<file path="config.mk">
export PLATFORM = sky130hd
export DESIGN_NAME = disk_aperture_sample_generator_top
export DESIGN_NICKNAME = d
export VERILOG_FILES = /design/src/rtl/dasg_pkg.sv /design/src/rtl/dasg_ram.sv /design/src/rtl/dasg_div.sv /design/src/rtl/disk_aperture_sample_generator_top.sv
export SDC_FILE = /design/constraint.sdc
export NUM_CORES = 2
export LEC_CHECK = 0
export ABC_AREA = 1
export ABC_CLOCK_PERIOD_IN_PS = 30000
export BUFFER_PORTS_ARGS = -buffer_cell sky130_fd_sc_hd__clkbuf_2
export CAP_MARGIN = 10
export CELL_PAD_IN_SITES_DETAIL_PLACEMENT = 0
export CELL_PAD_IN_SITES_GLOBAL_PLACEMENT = 1
export CORE_UTILIZATION = 58
export CTS_BUF_LIST = sky130_fd_sc_hd__clkbuf_8
export DETAILED_ROUTE_END_ITERATION = 12
export PLACE_DENSITY = 0.92
export SKIP_LAST_GASP = 1
export SLEW_MARGIN = 0
export SYNTH_ARGS = -nofsm -noshare
export SYNTH_HDL_FRONTEND = slang
export SYNTH_HIERARCHICAL = 1
export SYNTH_SLANG_ARGS = --single-unit
</file>
<file path="constraint.sdc">
create_clock -name clk -period 30 [get_ports clk]
set_input_delay 3 -clock clk [delete_from_list [all_inputs] [get_ports clk]]
set_output_delay 3 -clock clk [all_outputs]
set_load 0.02 [all_outputs]
</file>
<file path="src/rtl/dasg_pkg.sv">
`timescale 1ns / 1ps
// ----------------------------------------------------------------------------
// dasg_pkg: shared types and constants of the disk aperture sample generator
// Sizes of the sub-pixel and aperture grids, the aperture cell table, the
// transaction payloads and the operation and register codes.
// ----------------------------------------------------------------------------
package dasg_pkg;

	// Grid and table sizing
	localparam int MAX_RES     = 16;
	localparam int TABLE_DEPTH = 256;
	localparam int PIXEL_BITS  = 12;
	localparam int FRAC_W      = 16;

	localparam int RES_W  = $clog2(MAX_RES + 1);   // holds 1..MAX_RES
	localparam int IDX_W  = $clog2(MAX_RES);       // holds 0..MAX_RES-1
	localparam int TBL_AW = $clog2(TABLE_DEPTH);
	localparam int CNT_W  = TBL_AW + 1;             // holds 0..TABLE_DEPTH
	localparam int TBL_W  = 2 * IDX_W;              // one cell: {i, j}
	localparam int RAST_W = PIXEL_BITS + FRAC_W;

	// Divider lanes: raster x, raster y, aperture u, aperture v
	localparam int DIV_LANES = 4;
	localparam int LANE_RX   = 0;
	localparam int LANE_RY   = 1;
	localparam int LANE_AU   = 2;
	localparam int LANE_AV   = 3;

	// Configuration port
	localparam int CFG_W     = 5;
	localparam int CFG_IDX_W = 1;
	localparam logic [CFG_IDX_W-1:0] REG_PRIMARY_RES   = 1'b0;
	localparam logic [CFG_IDX_W-1:0] REG_SECONDARY_RES = 1'b1;

	// Operation codes
	localparam logic OP_START = 1'b0;
	localparam logic OP_EMIT  = 1'b1;

	typedef struct packed {
		logic                  op;
		logic [PIXEL_BITS-1:0] pixel_x;
		logic [PIXEL_BITS-1:0] pixel_y;
	} in_t;

	typedef struct packed {
		logic [RAST_W-1:0] raster_x;
		logic [RAST_W-1:0] raster_y;
		logic [FRAC_W-1:0] aperture_u;
		logic [FRAC_W-1:0] aperture_v;
		logic              last;
	} out_t;

	typedef logic [DIV_LANES-1:0][IDX_W-1:0]  div_num_t;
	typedef logic [DIV_LANES-1:0][RES_W-1:0]  div_den_t;
	typedef logic [DIV_LANES-1:0][FRAC_W-1:0] div_quo_t;

endpackage

</file>
<file path="src/rtl/dasg_ram.sv">
`timescale 1ns / 1ps
// ----------------------------------------------------------------------------
// dasg_ram: generic single-port-write, single-port-read RAM
// One write and one read per cycle; read data is registered.
// ----------------------------------------------------------------------------
module dasg_ram #(
	parameter int WIDTH = 8,
	parameter int DEPTH = 256
) (
	input  logic                     clk,
	input  logic                     we,
	input  logic [$clog2(DEPTH)-1:0] waddr,
	input  logic [WIDTH-1:0]         wdata,
	input  logic [$clog2(DEPTH)-1:0] raddr,
	output logic [WIDTH-1:0]         rdata
);

	logic [WIDTH-1:0] mem [DEPTH];
	logic [WIDTH-1:0] rdata_q;

	// Write port and registered read port
	always_ff @(posedge clk) begin
		if (we) begin
			mem[waddr] <= wdata;
		end
		rdata_q <= mem[raddr];
	end

	assign rdata = rdata_q;

endmodule

</file>
<file path="src/rtl/dasg_div.sv">
`timescale 1ns / 1ps
// ----------------------------------------------------------------------------
// dasg_div: four-lane serial divider for cell centre offsets
// Computes floor((2k+1) * 2^(FRAC_W-1) / d) per lane, one quotient bit per
// cycle, all lanes in lockstep. Requires k < d, so the quotient fits FRAC_W.
// ----------------------------------------------------------------------------
module dasg_div (
	input  logic               clk,
	input  logic               arst_n,
	input  logic               start,
	input  dasg_pkg::div_num_t num,
	input  dasg_pkg::div_den_t den,
	output logic               done,
	output dasg_pkg::div_quo_t quo
);
	import dasg_pkg::*;

	localparam int RW     = IDX_W + 1;
	localparam int STEP_W = $clog2(FRAC_W);

	logic [DIV_LANES-1:0][IDX_W-1:0] rem_q;
	div_quo_t                        quo_q;
	logic [STEP_W-1:0]               step_q;
	logic                            busy_q;
	logic                            done_q;

	logic [DIV_LANES-1:0][RW-1:0]    trial;
	logic [DIV_LANES-1:0]            take;

	// Shift in the next numerator bit: a one on the first step, zeros after
	always_comb begin
		for (int l = 0; l < DIV_LANES; l++) begin
			trial[l] = {rem_q[l], (step_q == '0)};
			take[l]  = trial[l] >= RW'(den[l]);
		end
	end

	// Iterate over the quotient bits
	always_ff @(posedge clk or negedge arst_n) begin
		if (!arst_n) begin
			busy_q <= 1'b0;
			done_q <= 1'b0;
			step_q <= '0;
		end else if (start) begin
			busy_q <= 1'b1;
			done_q <= 1'b0;
			step_q <= '0;
		end else if (busy_q) begin
			step_q <= step_q + STEP_W'(1);
			if (step_q == STEP_W'(FRAC_W - 1)) begin
				busy_q <= 1'b0;
				done_q <= 1'b1;
			end
		end
	end

	// Remainder and quotient lanes
	always_ff @(posedge clk) begin
		if (start) begin
			rem_q <= num;
			quo_q <= '0;
		end else if (busy_q) begin
			for (int l = 0; l < DIV_LANES; l++) begin
				if (take[l]) begin
					rem_q[l] <= IDX_W'(trial[l] - RW'(den[l]));
				end else begin
					rem_q[l] <= IDX_W'(trial[l]);
				end
				quo_q[l] <= {quo_q[l][FRAC_W-2:0], take[l]};
			end
		end
	end

	assign done = done_q;
	assign quo  = quo_q;

endmodule

</file>
<file path="src/rtl/disk_aperture_sample_generator_top.sv">
`timescale 1ns / 1ps
// ----------------------------------------------------------------------------
// disk_aperture_sample_generator_top: stratified pixel / disk aperture sampler
// Emits light-field sample positions for one pixel, sweeping aperture cells
// inside the unit disk, then sub-pixel rows, then sub-pixel columns.
// ----------------------------------------------------------------------------
// Usage:
//   in channel  (in_valid / in_stall / in_data): op=START latches a pixel and
//     restarts its sequence (no result); op=EMIT produces one result and
//     advances. An item is taken only while the block is idle and no register
//     write is offered.
//   out channel (out_valid / out_stall / out_data): one transaction per EMIT,
//     held in an output register until the receiver lifts out_stall. The next
//     item is accepted while a result still waits; a finished result that
//     cannot be stored stalls the block until the register frees up.
//   cfg channel (cfg_valid / cfg_ready / cfg_index / cfg_data): write the
//     grid sizes; 0 is ignored, values above 16 saturate. Writing the
//     aperture size rebuilds the cell table in memory, with both channels
//     held off.
//   Flow: START latches the pixel and the block stays idle. An EMIT runs
//     through the load state, the 16-step serial divider (one quotient bit per
//     cycle) and the output load; the next item is taken only after its result
//     has been stored in the output register.
//   Reset: grid sizes return to 1 and the one-cell table is rebuilt after
//     reset, during which in_stall and !cfg_ready hold.
// ----------------------------------------------------------------------------
module disk_aperture_sample_generator_top (
	input  logic                                clk,
	input  logic                                arst_n,
	input  logic                                in_valid,
	output logic                                in_stall,
	input  dasg_pkg::in_t                       in_data,
	output logic                                out_valid,
	input  logic                                out_stall,
	output dasg_pkg::out_t                      out_data,
	input  logic                                cfg_valid,
	output logic                                cfg_ready,
	input  logic [dasg_pkg::CFG_IDX_W-1:0]      cfg_index,
	input  logic [dasg_pkg::CFG_W-1:0]          cfg_data
);
	import dasg_pkg::*;

	localparam int DW   = IDX_W + 1;     // |2i+1-S|
	localparam int SQ_W = 2 * DW + 1;    // sum of two squares

	typedef enum logic [2:0] {
		ST_BUILD,
		ST_IDLE,
		ST_LOAD,
		ST_DIV,
		ST_DONE
	} state_t;

	state_t            state_q;
	logic [RES_W-1:0]  p_res_q;
	logic [RES_W-1:0]  s_res_q;
	logic [CNT_W-1:0]  ap_count_q;
	logic [TBL_AW-1:0] ap_index_q;
	logic [IDX_W-1:0]  row_q;
	logic [IDX_W-1:0]  col_q;
	logic [PIXEL_BITS-1:0] pix_x_q;
	logic [PIXEL_BITS-1:0] pix_y_q;
	logic [IDX_W-1:0]  bld_i_q;
	logic [IDX_W-1:0]  bld_j_q;
	logic              out_valid_q;
	out_t              out_q;
	logic [IDX_W-1:0]  job_row_q;
	logic [IDX_W-1:0]  job_col_q;
	logic              job_last_q;

	function automatic logic [RES_W-1:0] clamp_res(input logic [CFG_W-1:0] v);
		if (int'(v) > MAX_RES) begin
			return RES_W'(MAX_RES);
		end
		return RES_W'(v);
	endfunction

	// Handshakes
	logic in_fire;
	logic cfg_fire;
	logic out_fire;
	logic slot_free;

	// Hold input off while a register write is offered
	assign in_stall  = (state_q != ST_IDLE) || cfg_valid;
	assign cfg_ready = (state_q == ST_IDLE);
	assign in_fire   = in_valid && !in_stall;
	assign cfg_fire  = cfg_valid && cfg_ready;
	assign out_fire  = out_valid_q && !out_stall;
	assign slot_free = !out_valid_q || !out_stall;

	// Disk test for the cell under construction
	logic [DW-1:0]      ctr_i;
	logic [DW-1:0]      ctr_j;
	logic [DW-1:0]      d_i;
	logic [DW-1:0]      d_j;
	logic [SQ_W-1:0]    dist_sq;
	logic [2*RES_W-1:0] rad_sq;
	logic               cell_in;
	logic               bld_last;

	always_comb begin
		ctr_i   = {bld_i_q, 1'b1};
		ctr_j   = {bld_j_q, 1'b1};
		d_i     = (ctr_i >= DW'(s_res_q)) ? ctr_i - DW'(s_res_q) : DW'(s_res_q) - ctr_i;
		d_j     = (ctr_j >= DW'(s_res_q)) ? ctr_j - DW'(s_res_q) : DW'(s_res_q) - ctr_j;
		dist_sq = SQ_W'(d_i) * SQ_W'(d_i) + SQ_W'(d_j) * SQ_W'(d_j);
		rad_sq  = s_res_q * s_res_q;
		cell_in = (dist_sq <= SQ_W'(rad_sq)) && (ap_count_q < CNT_W'(TABLE_DEPTH));
		bld_last = (RES_W'(bld_i_q) == s_res_q - RES_W'(1)) &&
		           (RES_W'(bld_j_q) == s_res_q - RES_W'(1));
	end

	// Cell table memory
	logic              tbl_we;
	logic [TBL_AW-1:0] tbl_raddr;
	logic [TBL_W-1:0]  tbl_rdata;

	assign tbl_we    = (state_q == ST_BUILD) && cell_in;
	assign tbl_raddr = ({1'b0, ap_index_q} < ap_count_q) ? ap_index_q : '0;

	dasg_ram #(
		.WIDTH (TBL_W),
		.DEPTH (TABLE_DEPTH)
	) u_table (
		.clk   (clk),
		.we    (tbl_we),
		.waddr (ap_count_q[TBL_AW-1:0]),
		.wdata ({bld_i_q, bld_j_q}),
		.raddr (tbl_raddr),
		.rdata (tbl_rdata)
	);

	// Sample position of the accepted item
	logic ap_wrap;
	logic row_wrap;
	logic col_wrap;
	logic is_last;

	assign ap_wrap  = ({1'b0, ap_index_q} + CNT_W'(1)) >= ap_count_q;
	assign row_wrap = (RES_W'(row_q) + RES_W'(1)) >= p_res_q;
	assign col_wrap = (RES_W'(col_q) + RES_W'(1)) >= p_res_q;
	assign is_last  = ap_wrap && row_wrap && col_wrap;

	// Centre offset divider
	div_num_t div_num;
	div_den_t div_den;
	div_quo_t div_quo;
	logic     div_start;
	logic     div_done;

	always_comb begin
		div_num[LANE_RX] = job_col_q;
		div_num[LANE_RY] = job_row_q;
		div_num[LANE_AU] = tbl_rdata[TBL_W-1:IDX_W];
		div_num[LANE_AV] = tbl_rdata[IDX_W-1:0];
		div_den[LANE_RX] = p_res_q;
		div_den[LANE_RY] = p_res_q;
		div_den[LANE_AU] = s_res_q;
		div_den[LANE_AV] = s_res_q;
	end

	assign div_start = (state_q == ST_LOAD);

	dasg_div u_div (
		.clk    (clk),
		.arst_n (arst_n),
		.start  (div_start),
		.num    (div_num),
		.den    (div_den),
		.done   (div_done),
		.quo    (div_quo)
	);

	logic out_load;

	assign out_load = slot_free &&
	                  ((state_q == ST_DONE) || ((state_q == ST_DIV) && div_done));

	// Control: sequencer, grid sizes, counters, latched pixel, output valid
	always_ff @(posedge clk or negedge arst_n) begin
		if (!arst_n) begin
			state_q     <= ST_BUILD;
			p_res_q     <= RES_W'(1);
			s_res_q     <= RES_W'(1);
			ap_count_q  <= '0;
			ap_index_q  <= '0;
			row_q       <= '0;
			col_q       <= '0;
			pix_x_q     <= '0;
			pix_y_q     <= '0;
			bld_i_q     <= '0;
			bld_j_q     <= '0;
			out_valid_q <= 1'b0;
		end else begin
			// Output register
			if (out_load) begin
				out_valid_q <= 1'b1;
			end else if (out_fire) begin
				out_valid_q <= 1'b0;
			end

			case (state_q)
				ST_BUILD: begin
					if (cell_in) begin
						ap_count_q <= ap_count_q + CNT_W'(1);
					end
					if (bld_last) begin
						state_q <= ST_IDLE;
					end else if (RES_W'(bld_j_q) == s_res_q - RES_W'(1)) begin
						bld_j_q <= '0;
						bld_i_q <= bld_i_q + IDX_W'(1);
					end else begin
						bld_j_q <= bld_j_q + IDX_W'(1);
					end
				end
				ST_IDLE: begin
					if (cfg_fire) begin
						// Apply a nonzero write and restart the sequence
						if (cfg_data != '0) begin
							ap_index_q <= '0;
							row_q      <= '0;
							col_q      <= '0;
							if (cfg_index == REG_PRIMARY_RES) begin
								p_res_q <= clamp_res(cfg_data);
							end else begin
								s_res_q    <= clamp_res(cfg_data);
								ap_count_q <= '0;
								bld_i_q    <= '0;
								bld_j_q    <= '0;
								state_q    <= ST_BUILD;
							end
						end
					end else if (in_fire) begin
						if (in_data.op == OP_START) begin
							pix_x_q    <= in_data.pixel_x;
							pix_y_q    <= in_data.pixel_y;
							ap_index_q <= '0;
							row_q      <= '0;
							col_q      <= '0;
						end else begin
							state_q <= ST_LOAD;
							// Advance: aperture fastest, then row, then column
							if (is_last) begin
								ap_index_q <= '0;
								row_q      <= '0;
								col_q      <= '0;
							end else if (!ap_wrap) begin
								ap_index_q <= ap_index_q + TBL_AW'(1);
							end else begin
								ap_index_q <= '0;
								if (!row_wrap) begin
									row_q <= row_q + IDX_W'(1);
								end else begin
									row_q <= '0;
									col_q <= col_q + IDX_W'(1);
								end
							end
						end
					end
				end
				ST_LOAD: begin
					state_q <= ST_DIV;
				end
				ST_DIV: begin
					if (div_done) begin
						state_q <= out_load ? ST_IDLE : ST_DONE;
					end
				end
				ST_DONE: begin
					if (out_load) begin
						state_q <= ST_IDLE;
					end
				end
				default: begin
					state_q <= ST_IDLE;
				end
			endcase
		end
	end

	// Hold the sub-pixel position and last flag of the item in flight
	always_ff @(posedge clk) begin
		if (in_fire && (in_data.op == OP_EMIT)) begin
			job_row_q  <= row_q;
			job_col_q  <= col_q;
			job_last_q <= is_last;
		end
	end

	// Assemble the result transaction
	always_ff @(posedge clk) begin
		if (out_load) begin
			out_q.raster_x   <= {pix_x_q, div_quo[LANE_RX]};
			out_q.raster_y   <= {pix_y_q, div_quo[LANE_RY]};
			out_q.aperture_u <= div_quo[LANE_AU];
			out_q.aperture_v <= div_quo[LANE_AV];
			out_q.last       <= job_last_q;
		end
	end

	assign out_valid = out_valid_q;
	assign out_data  = out_q;

endmodule
</file>
# Word level (Yosys, flattened, before mapping)
# Memories as Yosys holds them, arrays and structs flattened. A register that Yosys moved wholly into a read port is not among the register bits.
# Index checks and enable logic that the tools add are counted.
[word_totals]
regBits = 255
latch_bits = 0
ramBits = 2048
romBits = 0
inputBits = 36
output_inout_bits = 92
elab_cells = 207
n_memories = 1
[op_classes]
addsub = 20
multipliers = 3
n_div = 0
n_lt_le_gt_ge = 13
n_eq_ne = 24
n_shift = 0
n_mux = 76
n_bitwise = 3
n_reduce_logical = 36
[mem_list]
columns = ["memory", "words", "width", "rd", "rd_ports_with_merged_regs", "wr", "line_no", "text"]
rows = [
  ["u_table.mem", 256, 8, 1, 1, 1, "dasg_ram.sv:18", "logic [WIDTH-1:0] mem [DEPTH];"],
]
[ops]
columns = ["op", "n"]
rows = [
  ["4-bit two-way mux", 26],
  ["8-bit two-way mux", 7],
  ["5-bit greater-or-equal comparator", 8],
  ["9-bit two-way mux", 4],
  ["16-bit two-way mux", 2],
  ["5-bit by 5-bit multiplier with 10-bit output", 3],
  ["3-bit two-way mux", 9],
  ["5-bit two-way mux", 5],
  ["4-bit by 1-bit adder with 4-bit output (second input constant)", 5],
  ["5-bit subtractor", 4],
  ["1-bit two-way mux", 19],
  ["9-bit one-hot mux with 2 select lines", 1],
  ["4-bit one-hot mux with 2 select lines", 2],
  ["4-bit AND reduction", 4],
  ["4-bit subtractor", 4],
  ["3-bit one-hot mux with 5 select lines", 1],
  ["5-bit AND reduction", 3],
  ["10-bit by 10-bit adder with 11-bit output", 1],
  ["11-bit by 10-bit <= comparator with 1-bit output", 1],
  ["1-bit logical AND", 11],
  ["4-bit by 1-bit adder with 5-bit output (second input constant)", 2],
  ["4-bit by 5-bit == test with 1-bit output", 2],
  ["2-bit by 1-bit inequality test with 1-bit output (second input constant)", 5],
  ["2-bit inequality test (second input constant)", 5],
  ["other kinds (27)", 41],
]

# Depth between registers and ports, before layout
[depth]
depth_word = 9
mapped_depth = 42
depth_no_buf = 39

# Hierarchy
# The synthesis kept the hierarchy.
[modules_own_cells]
columns = ["mod", "n_inst", "cells_per_inst", "area_per_inst_um2", "seq_area_each_um2"]
rows = [
  ["dasg_ram", 1, 7003, 83396.2, 61659.1],
  ["disk_aperture_sample_generator_top", 1, 939, 9813.2, 4722.0],
  ["dasg_div", 1, 475, 4042.6, 1911.8],
]

# Least setup slack after synthesis
# No wires, ideal clock.
[synth_path]
path_kind = "reg-to-reg"
start = "register bld_j_q[0]"
end = "memory u_table.mem[162][0] (enable)"
setup_time_ps = 370
arrival_ps = 10801
t_required_ps = 29630
setup_slack_ps = 18829
stages_incl_launch_ff = 40
n_path_buf = 2
synth_period_minus_slack_ps = 11171
cell_sequence = "dfrtp_1 inv_1 ha_1 fa_1 nor2_1 a211oi_1 nand2_1 inv_2 nand2_1 nand2_1 xor2_2 nor2_1 inv_1 fa_1 fa_1 fa_1 inv_1 fa_1 [... 4 more ...] a21o_1 nand2_1 nand2_1 nand2_1 nand2_1 nand2_1 nand2_1 xor2_1 ha_1 nor2_1 nand2_1 nor2_1 nand2_1 nor3_1 clkbuf_1 nand3_1 clkbuf_1 nor2_1"
[synth_via]
elab_chain_len = 9
word_cells_on_any_way = 11
classes_between = "3 x add/sub; 1 x mul; 2 x order compare; 3 x mux; 2 x reduce/logical"
[synth_lines]
columns = ["item", "line_no", "text"]
rows = [
  ["start: declaration", "disk_aperture_sample_generator_top.sv:64", "logic [IDX_W-1:0] bld_j_q;"],
  ["start signal: assignment", "disk_aperture_sample_generator_top.sv:214", "bld_j_q <= bld_j_q + IDX_W'(1);"],
  ["5-bit subtractor / 5-bit greater-or-equal comparator (equally long branches)", "disk_aperture_sample_generator_top.sv:106", "d_j = (ctr_j >= DW'(s_res_q)) ? ctr_j - DW'(s_res_q) : DW'(s_res_q) - ctr_j;"],
  ["5-bit two-way mux (*)", "disk_aperture_sample_generator_top.sv:106", ""],
  ["5-bit by 5-bit multiplier with 10-bit output (*)", "disk_aperture_sample_generator_top.sv:107", "dist_sq = SQ_W'(d_i) * SQ_W'(d_i) + SQ_W'(d_j) * SQ_W'(d_j);"],
  ["10-bit by 10-bit adder with 11-bit output (*)", "disk_aperture_sample_generator_top.sv:107", ""],
  ["11-bit by 10-bit <= comparator with 1-bit output (*)", "disk_aperture_sample_generator_top.sv:109", "cell_in = (dist_sq <= SQ_W'(rad_sq)) && (ap_count_q < CNT_W'(TABLE_DEPTH));"],
  ["1-bit logical AND (*)", "disk_aperture_sample_generator_top.sv:109", ""],
  ["1-bit logical AND (*)", "disk_aperture_sample_generator_top.sv:119", "assign tbl_we = (state_q == ST_BUILD) && cell_in;"],
  ["net tbl_we", "disk_aperture_sample_generator_top.sv:115", "logic tbl_we;"],
  ["1-bit two-way mux (*)", "dasg_ram.sv:23", "if (we) begin"],
  ["1-bit two-way mux (not written as such) (*)", "dasg_ram.sv:24", "mem[waddr] <= wdata;"],
  ["end: declaration", "dasg_ram.sv:18", ""],
]
# The timed path passes the listed nets; every way through them passes the cells marked *.

# Worst setup path after layout
[layout_path]
start = "register bld_i_q[0]"
end = "memory u_table.mem[51][6] (enable)"
[layout_via]
elab_chain_len = 9
word_cells_on_any_way = 11
classes_between = "3 x add/sub; 1 x mul; 2 x order compare; 3 x mux; 2 x reduce/logical"
[layout_lines]
columns = ["item", "line_no", "text"]
rows = [
  ["start: declaration", "disk_aperture_sample_generator_top.sv:63", "logic [IDX_W-1:0] bld_i_q;"],
  ["start signal: assignment", "disk_aperture_sample_generator_top.sv:212", "bld_i_q <= bld_i_q + IDX_W'(1);"],
  ["5-bit subtractor / 5-bit greater-or-equal comparator (equally long branches)", "disk_aperture_sample_generator_top.sv:105", "d_i = (ctr_i >= DW'(s_res_q)) ? ctr_i - DW'(s_res_q) : DW'(s_res_q) - ctr_i;"],
  ["5-bit two-way mux (*)", "disk_aperture_sample_generator_top.sv:105", ""],
  ["5-bit by 5-bit multiplier with 10-bit output (*)", "disk_aperture_sample_generator_top.sv:107", ""],
  ["10-bit by 10-bit adder with 11-bit output (*)", "disk_aperture_sample_generator_top.sv:107", ""],
  ["11-bit by 10-bit <= comparator with 1-bit output (*)", "disk_aperture_sample_generator_top.sv:109", ""],
  ["1-bit logical AND (*)", "disk_aperture_sample_generator_top.sv:109", ""],
  ["1-bit logical AND (*)", "disk_aperture_sample_generator_top.sv:119", ""],
  ["net tbl_we", "disk_aperture_sample_generator_top.sv:115", ""],
  ["1-bit two-way mux (*)", "dasg_ram.sv:23", ""],
  ["1-bit two-way mux (not written as such) (*)", "dasg_ram.sv:24", ""],
]
# Marks and branches as above.

==> flow_summary.yaml <==
logic_synthesis:
  ys.warnings.count: 6
  synth.ff_latch_count: 2311
  synth.top_cell.area_share_pct: 66.8
  synthFlopType: "edfxtp_1"
  ys_seq_area_share_pct: 70.2
  synth_area_leader_cell: "edfxtp_1"
  syn_nets: 8602
  ys_top_cells_by_area: "edfxtp_1 67%, nand3_1 11%, nand2_1 9.2%"
  ys_async_sr_fraction_pct: 3.33
  syn_area_sq_mm: 0.0973
  syn_inst: 8417
  synth_cell_types: 57
  synth_edf_count: 2162
  syn_avg_cell_area_sq_um: 11.6
clock_network:
  clk_path_buf_depth: 4
  h-tree-depth: 5
  cts_hold_buf: 0
  ctsResizeCount: 0
  cts_root_buffer: "clkbuf_8"
  numClockSinks: 2311
  cts_post_setup_buffers_inserted: 0
  cts_tree: "done"
  clkSlewWorstSetupHoldPaths_ns: 0.06
  cts_made_buffers: 369
  insertion_delay_ns: 1.05
grt:
  antenna_found_initial: 8
  grt_pass1_vias: 63100
  grt_pass1_wl_um: 374000
  overflow: 0
  grt_max_degree: 259
  grtUsageTotal_pct: 29.4
pwr:
  p_sw_uw: 1390
  p_clk_share_pct: 39.5
  comb_power_share_pct: 4.6
  pwr-share-seq_pct: 56.0
  peakVddDrop_mv: 0.0472
  swShare_pct: 22.4
  p_int_uw: 4820
  pwr_density_cell_mw_per_mm2: 59.0
  leakagePower_uw: 0.0386
setup_path:
  arrival_ns: 10.50
  crit_path_max_incr_delay_ns: 0.78
  slowest_stage: "dfrtp_4"
  reg2reg_depth: 36
  critPathMaxFanout: 63
  regToRegSetupSlack_ns: 20.10
  end_kind: "flop"
  startpoint_type: "flop"
  critical-path-top-delay-family: "adder cells"
  crit_required_ns: 30.60
  cpMostUsedCell: "nand2_1"
  critPathBufInv: 6
  crit_type: "reg -> reg"
  reg2reg_to: "u_table/mem[51][6]"
  r2r_start: "bld_i_q[0]"
layout:
  multi_input_area_sq_mm: 0.0252
  seq_area_sq_mm: 0.0683
  synthToLayoutAreaGrowth_pct: 8.35
  final_util_pct: 63.6
  drive_gt1_share_pct: 8.34
  fillers: 12300
  final_nets: 8670
timing:
  fin_crit_ns: 9.90
  finClkSkew_ns: 0.0720
  rsz0062_at_grt: "false"
  max_freq_ghz: 0.101
  tns_ns: 0
  final_hold_viol_count: 0
  slew_headroom_pct: 6.47
  worstMarginPinSlew_ns: 1.40
  setup_viol: 0
  fin_crit_sh_pct: 33.0
  drv_slew: 0
floorplan:
  initial_core_util_pct: 58.7
  die_width_um: 411
  io_pins: 128
  dieArea_sq_mm: 0.169
  num_rows: 149
  dieHeight_um: 411
  coreArea_sq_mm: 0.166
flow_run:
  cap_violations: 0
placed_design:
  io_buffers: 127
  dp_hpwl_um: 148000
  place_congestion: 0.927
status:
  outcome: "completed"
route:
  totalWireLength_um: 251000
  drtIter0Drc: 8864
  post_drt_wl_per_cell_um: 22.9
  viasPerCell: 6.00
  vias: 65700
  ant_nets: 0
  drc: 0
  detailedRoute.firstPassIterationCount: 8
min_path:
  worstHoldStart: "u_div/quo[42]"
  hold_end: "out_data[27]"
  hold_depth: 0
  hold_path_class: "reg -> reg"
worst max-delay path by stage:
stage | slack (ns) | from | cells after the start | endpoint
3_3_place_gp | 20.18 | bld_i_q[0] | 37 | u_table/mem[209][0]
2_1_floorplan | 18.83 | bld_j_q[0] | 39 | u_table/mem[162][0]
3_5_place_dp | 20.18 | bld_j_q[0] | 38 | u_table/mem[178][2]
5_1_grt | 19.63 | bld_j_q[0] | 39 | u_table/mem[51][1]
6_report | 20.10 | bld_i_q[0] | 36 | u_table/mem[51][6]
4_1_cts | 20.16 | bld_j_q[0] | 38 | u_table/mem[178][2]
placed cells by master (no fill, tap or decap), types with 4 or more instances in the layout:
master / count
ha_1: 118
nor2_2: 5
bufinv_16: 12
nand2_1: 2383
nor2_4: 11
buf_12: 10
mux2_2: 4
xnor2_1: 13
nand3_1: 2103
nand2_2: 9
dfxtp_1: 72
mux2_1: 20
nand4_1: 14
inv_4: 4
nor2_1: 343
clkbuf_2: 126
inv_2: 9
diode_2: 5
dfrtp_1: 67
inv_1: 388
xor2_1: 30
clkinv_2: 42
o22ai_1: 57
a21oi_1: 44
o21ai_0: 37
clkinv_1: 87
o21ai_1: 13
fa_1: 31
buf_4: 73
clkbuf_8: 380
nor3_1: 11
edfxtp_1: 2162
dfrtp_4: 8
o21ai_2: 8
area by class of cell:
type                       instances  share of cell area (%)
antenna                            5                  0.0119
clock buffer                     380                    4.96
clock inverter                   254                    1.27
inverter                         296                    1.09
multi-input combinational       5298                    23.9
sequential                      2311                    64.8
tap                             2189                    2.60
timing repair buffer             209                    1.31
state kept, by name, indices dropped and copies added (netlist names):
| register | flops |
|---|---|
| bld_i_q | 4 |
| out_valid | 1 |
| job_last_q | 1 |
| u_div/rem_q | 16 |
| u_div/quo | 64 |
| state_q | 3 |
| col_q | 4 |
| u_table/mem | 2048 |
| ap_count_q | 9 |
| s_res_q | 5 |
| row_q | 4 |
| job_row_q | 4 |
| u_div/busy_q | 1 |
| job_col_q | 4 |
| pix_y_q | 12 |
| u_table/rdata | 8 |
| bld_j_q | 4 |
| ap_index_q | 8 |
| pix_x_q | 12 |
| u_div/step_q | 4 |
| p_res_q | 5 |
| u_div/done | 1 |
| out_data | 89 |
power groups by stage:
stage               Combinational, uW  Clock [uW]  Sequential (uW)
floorplan                         201           0             3540
global placement                  273           0             3550
detailed placement                277           0             3550
CTS                               278        2480             3480
global route                      309        2610             3480
finish                            285        2450             3480
stage by stage:
stage	setup slack [ns]	cell area (sq um)	power (uW)	std cells	hold slack, ns
finish	20.10	105000	6220	10900	0.391
global route	19.63	105000	6400	10900	0.387
CTS	20.16	105000	6240	10900	0.384
detailed placement	20.18	98800	3820	10300	0.416
global placement	20.18	98800	3820	10300	0.413
floorplan	18.83	97300	3740	8417	0.400
cells by family after synthesis:
logic type | after synthesis | share of synthesized area (%)
adders and majority gates | 149 | 2.16
and+or+nand+nor | 4898 | 21.9
muxes | 25 | 0.288
AOI/OAI and AO/OA | 179 | 1.08
xor gates and xnor gates | 47 | 0.466
DFF | 2311 | 70.2
buffers and inverters | 808 | 3.93
layer usage:
| layer | up-vias | track usage, % | part of all wire (%) |
|---|---|---|---|
| met2 | 3850 | 46.1 | 46 |
| met5 | - | 0 | 0.051 |
| li1 | 29700 | - | - |
| met4 | 18 | 12.3 | 4.1 |
| met3 | 665 | 6.39 | 11 |
| met1 | 31500 | 40.0 | 38 |
cells in the mapped netlist, drive strengths merged, types with 2 or more instances:
cell type  number
xnor2          15
xor2           32
nor2          360
ha            118
o311ai          2
a21oi          45
o21a            3
o21bai          3
nand3        2107
dfxtp          72
o22ai          57
dfstp           2
nor3b           2
or2             3
inv           296
fa             31
mux2           24
o21ai          58
edfxtp       2162
nand3b          3
dfrtp          75
o211ai          2
a21o            3
nand4          14
nor3           13
nand2        2395
buf           398
clkbuf        114
Note: power is estimated with default switching activity, not from simulation.
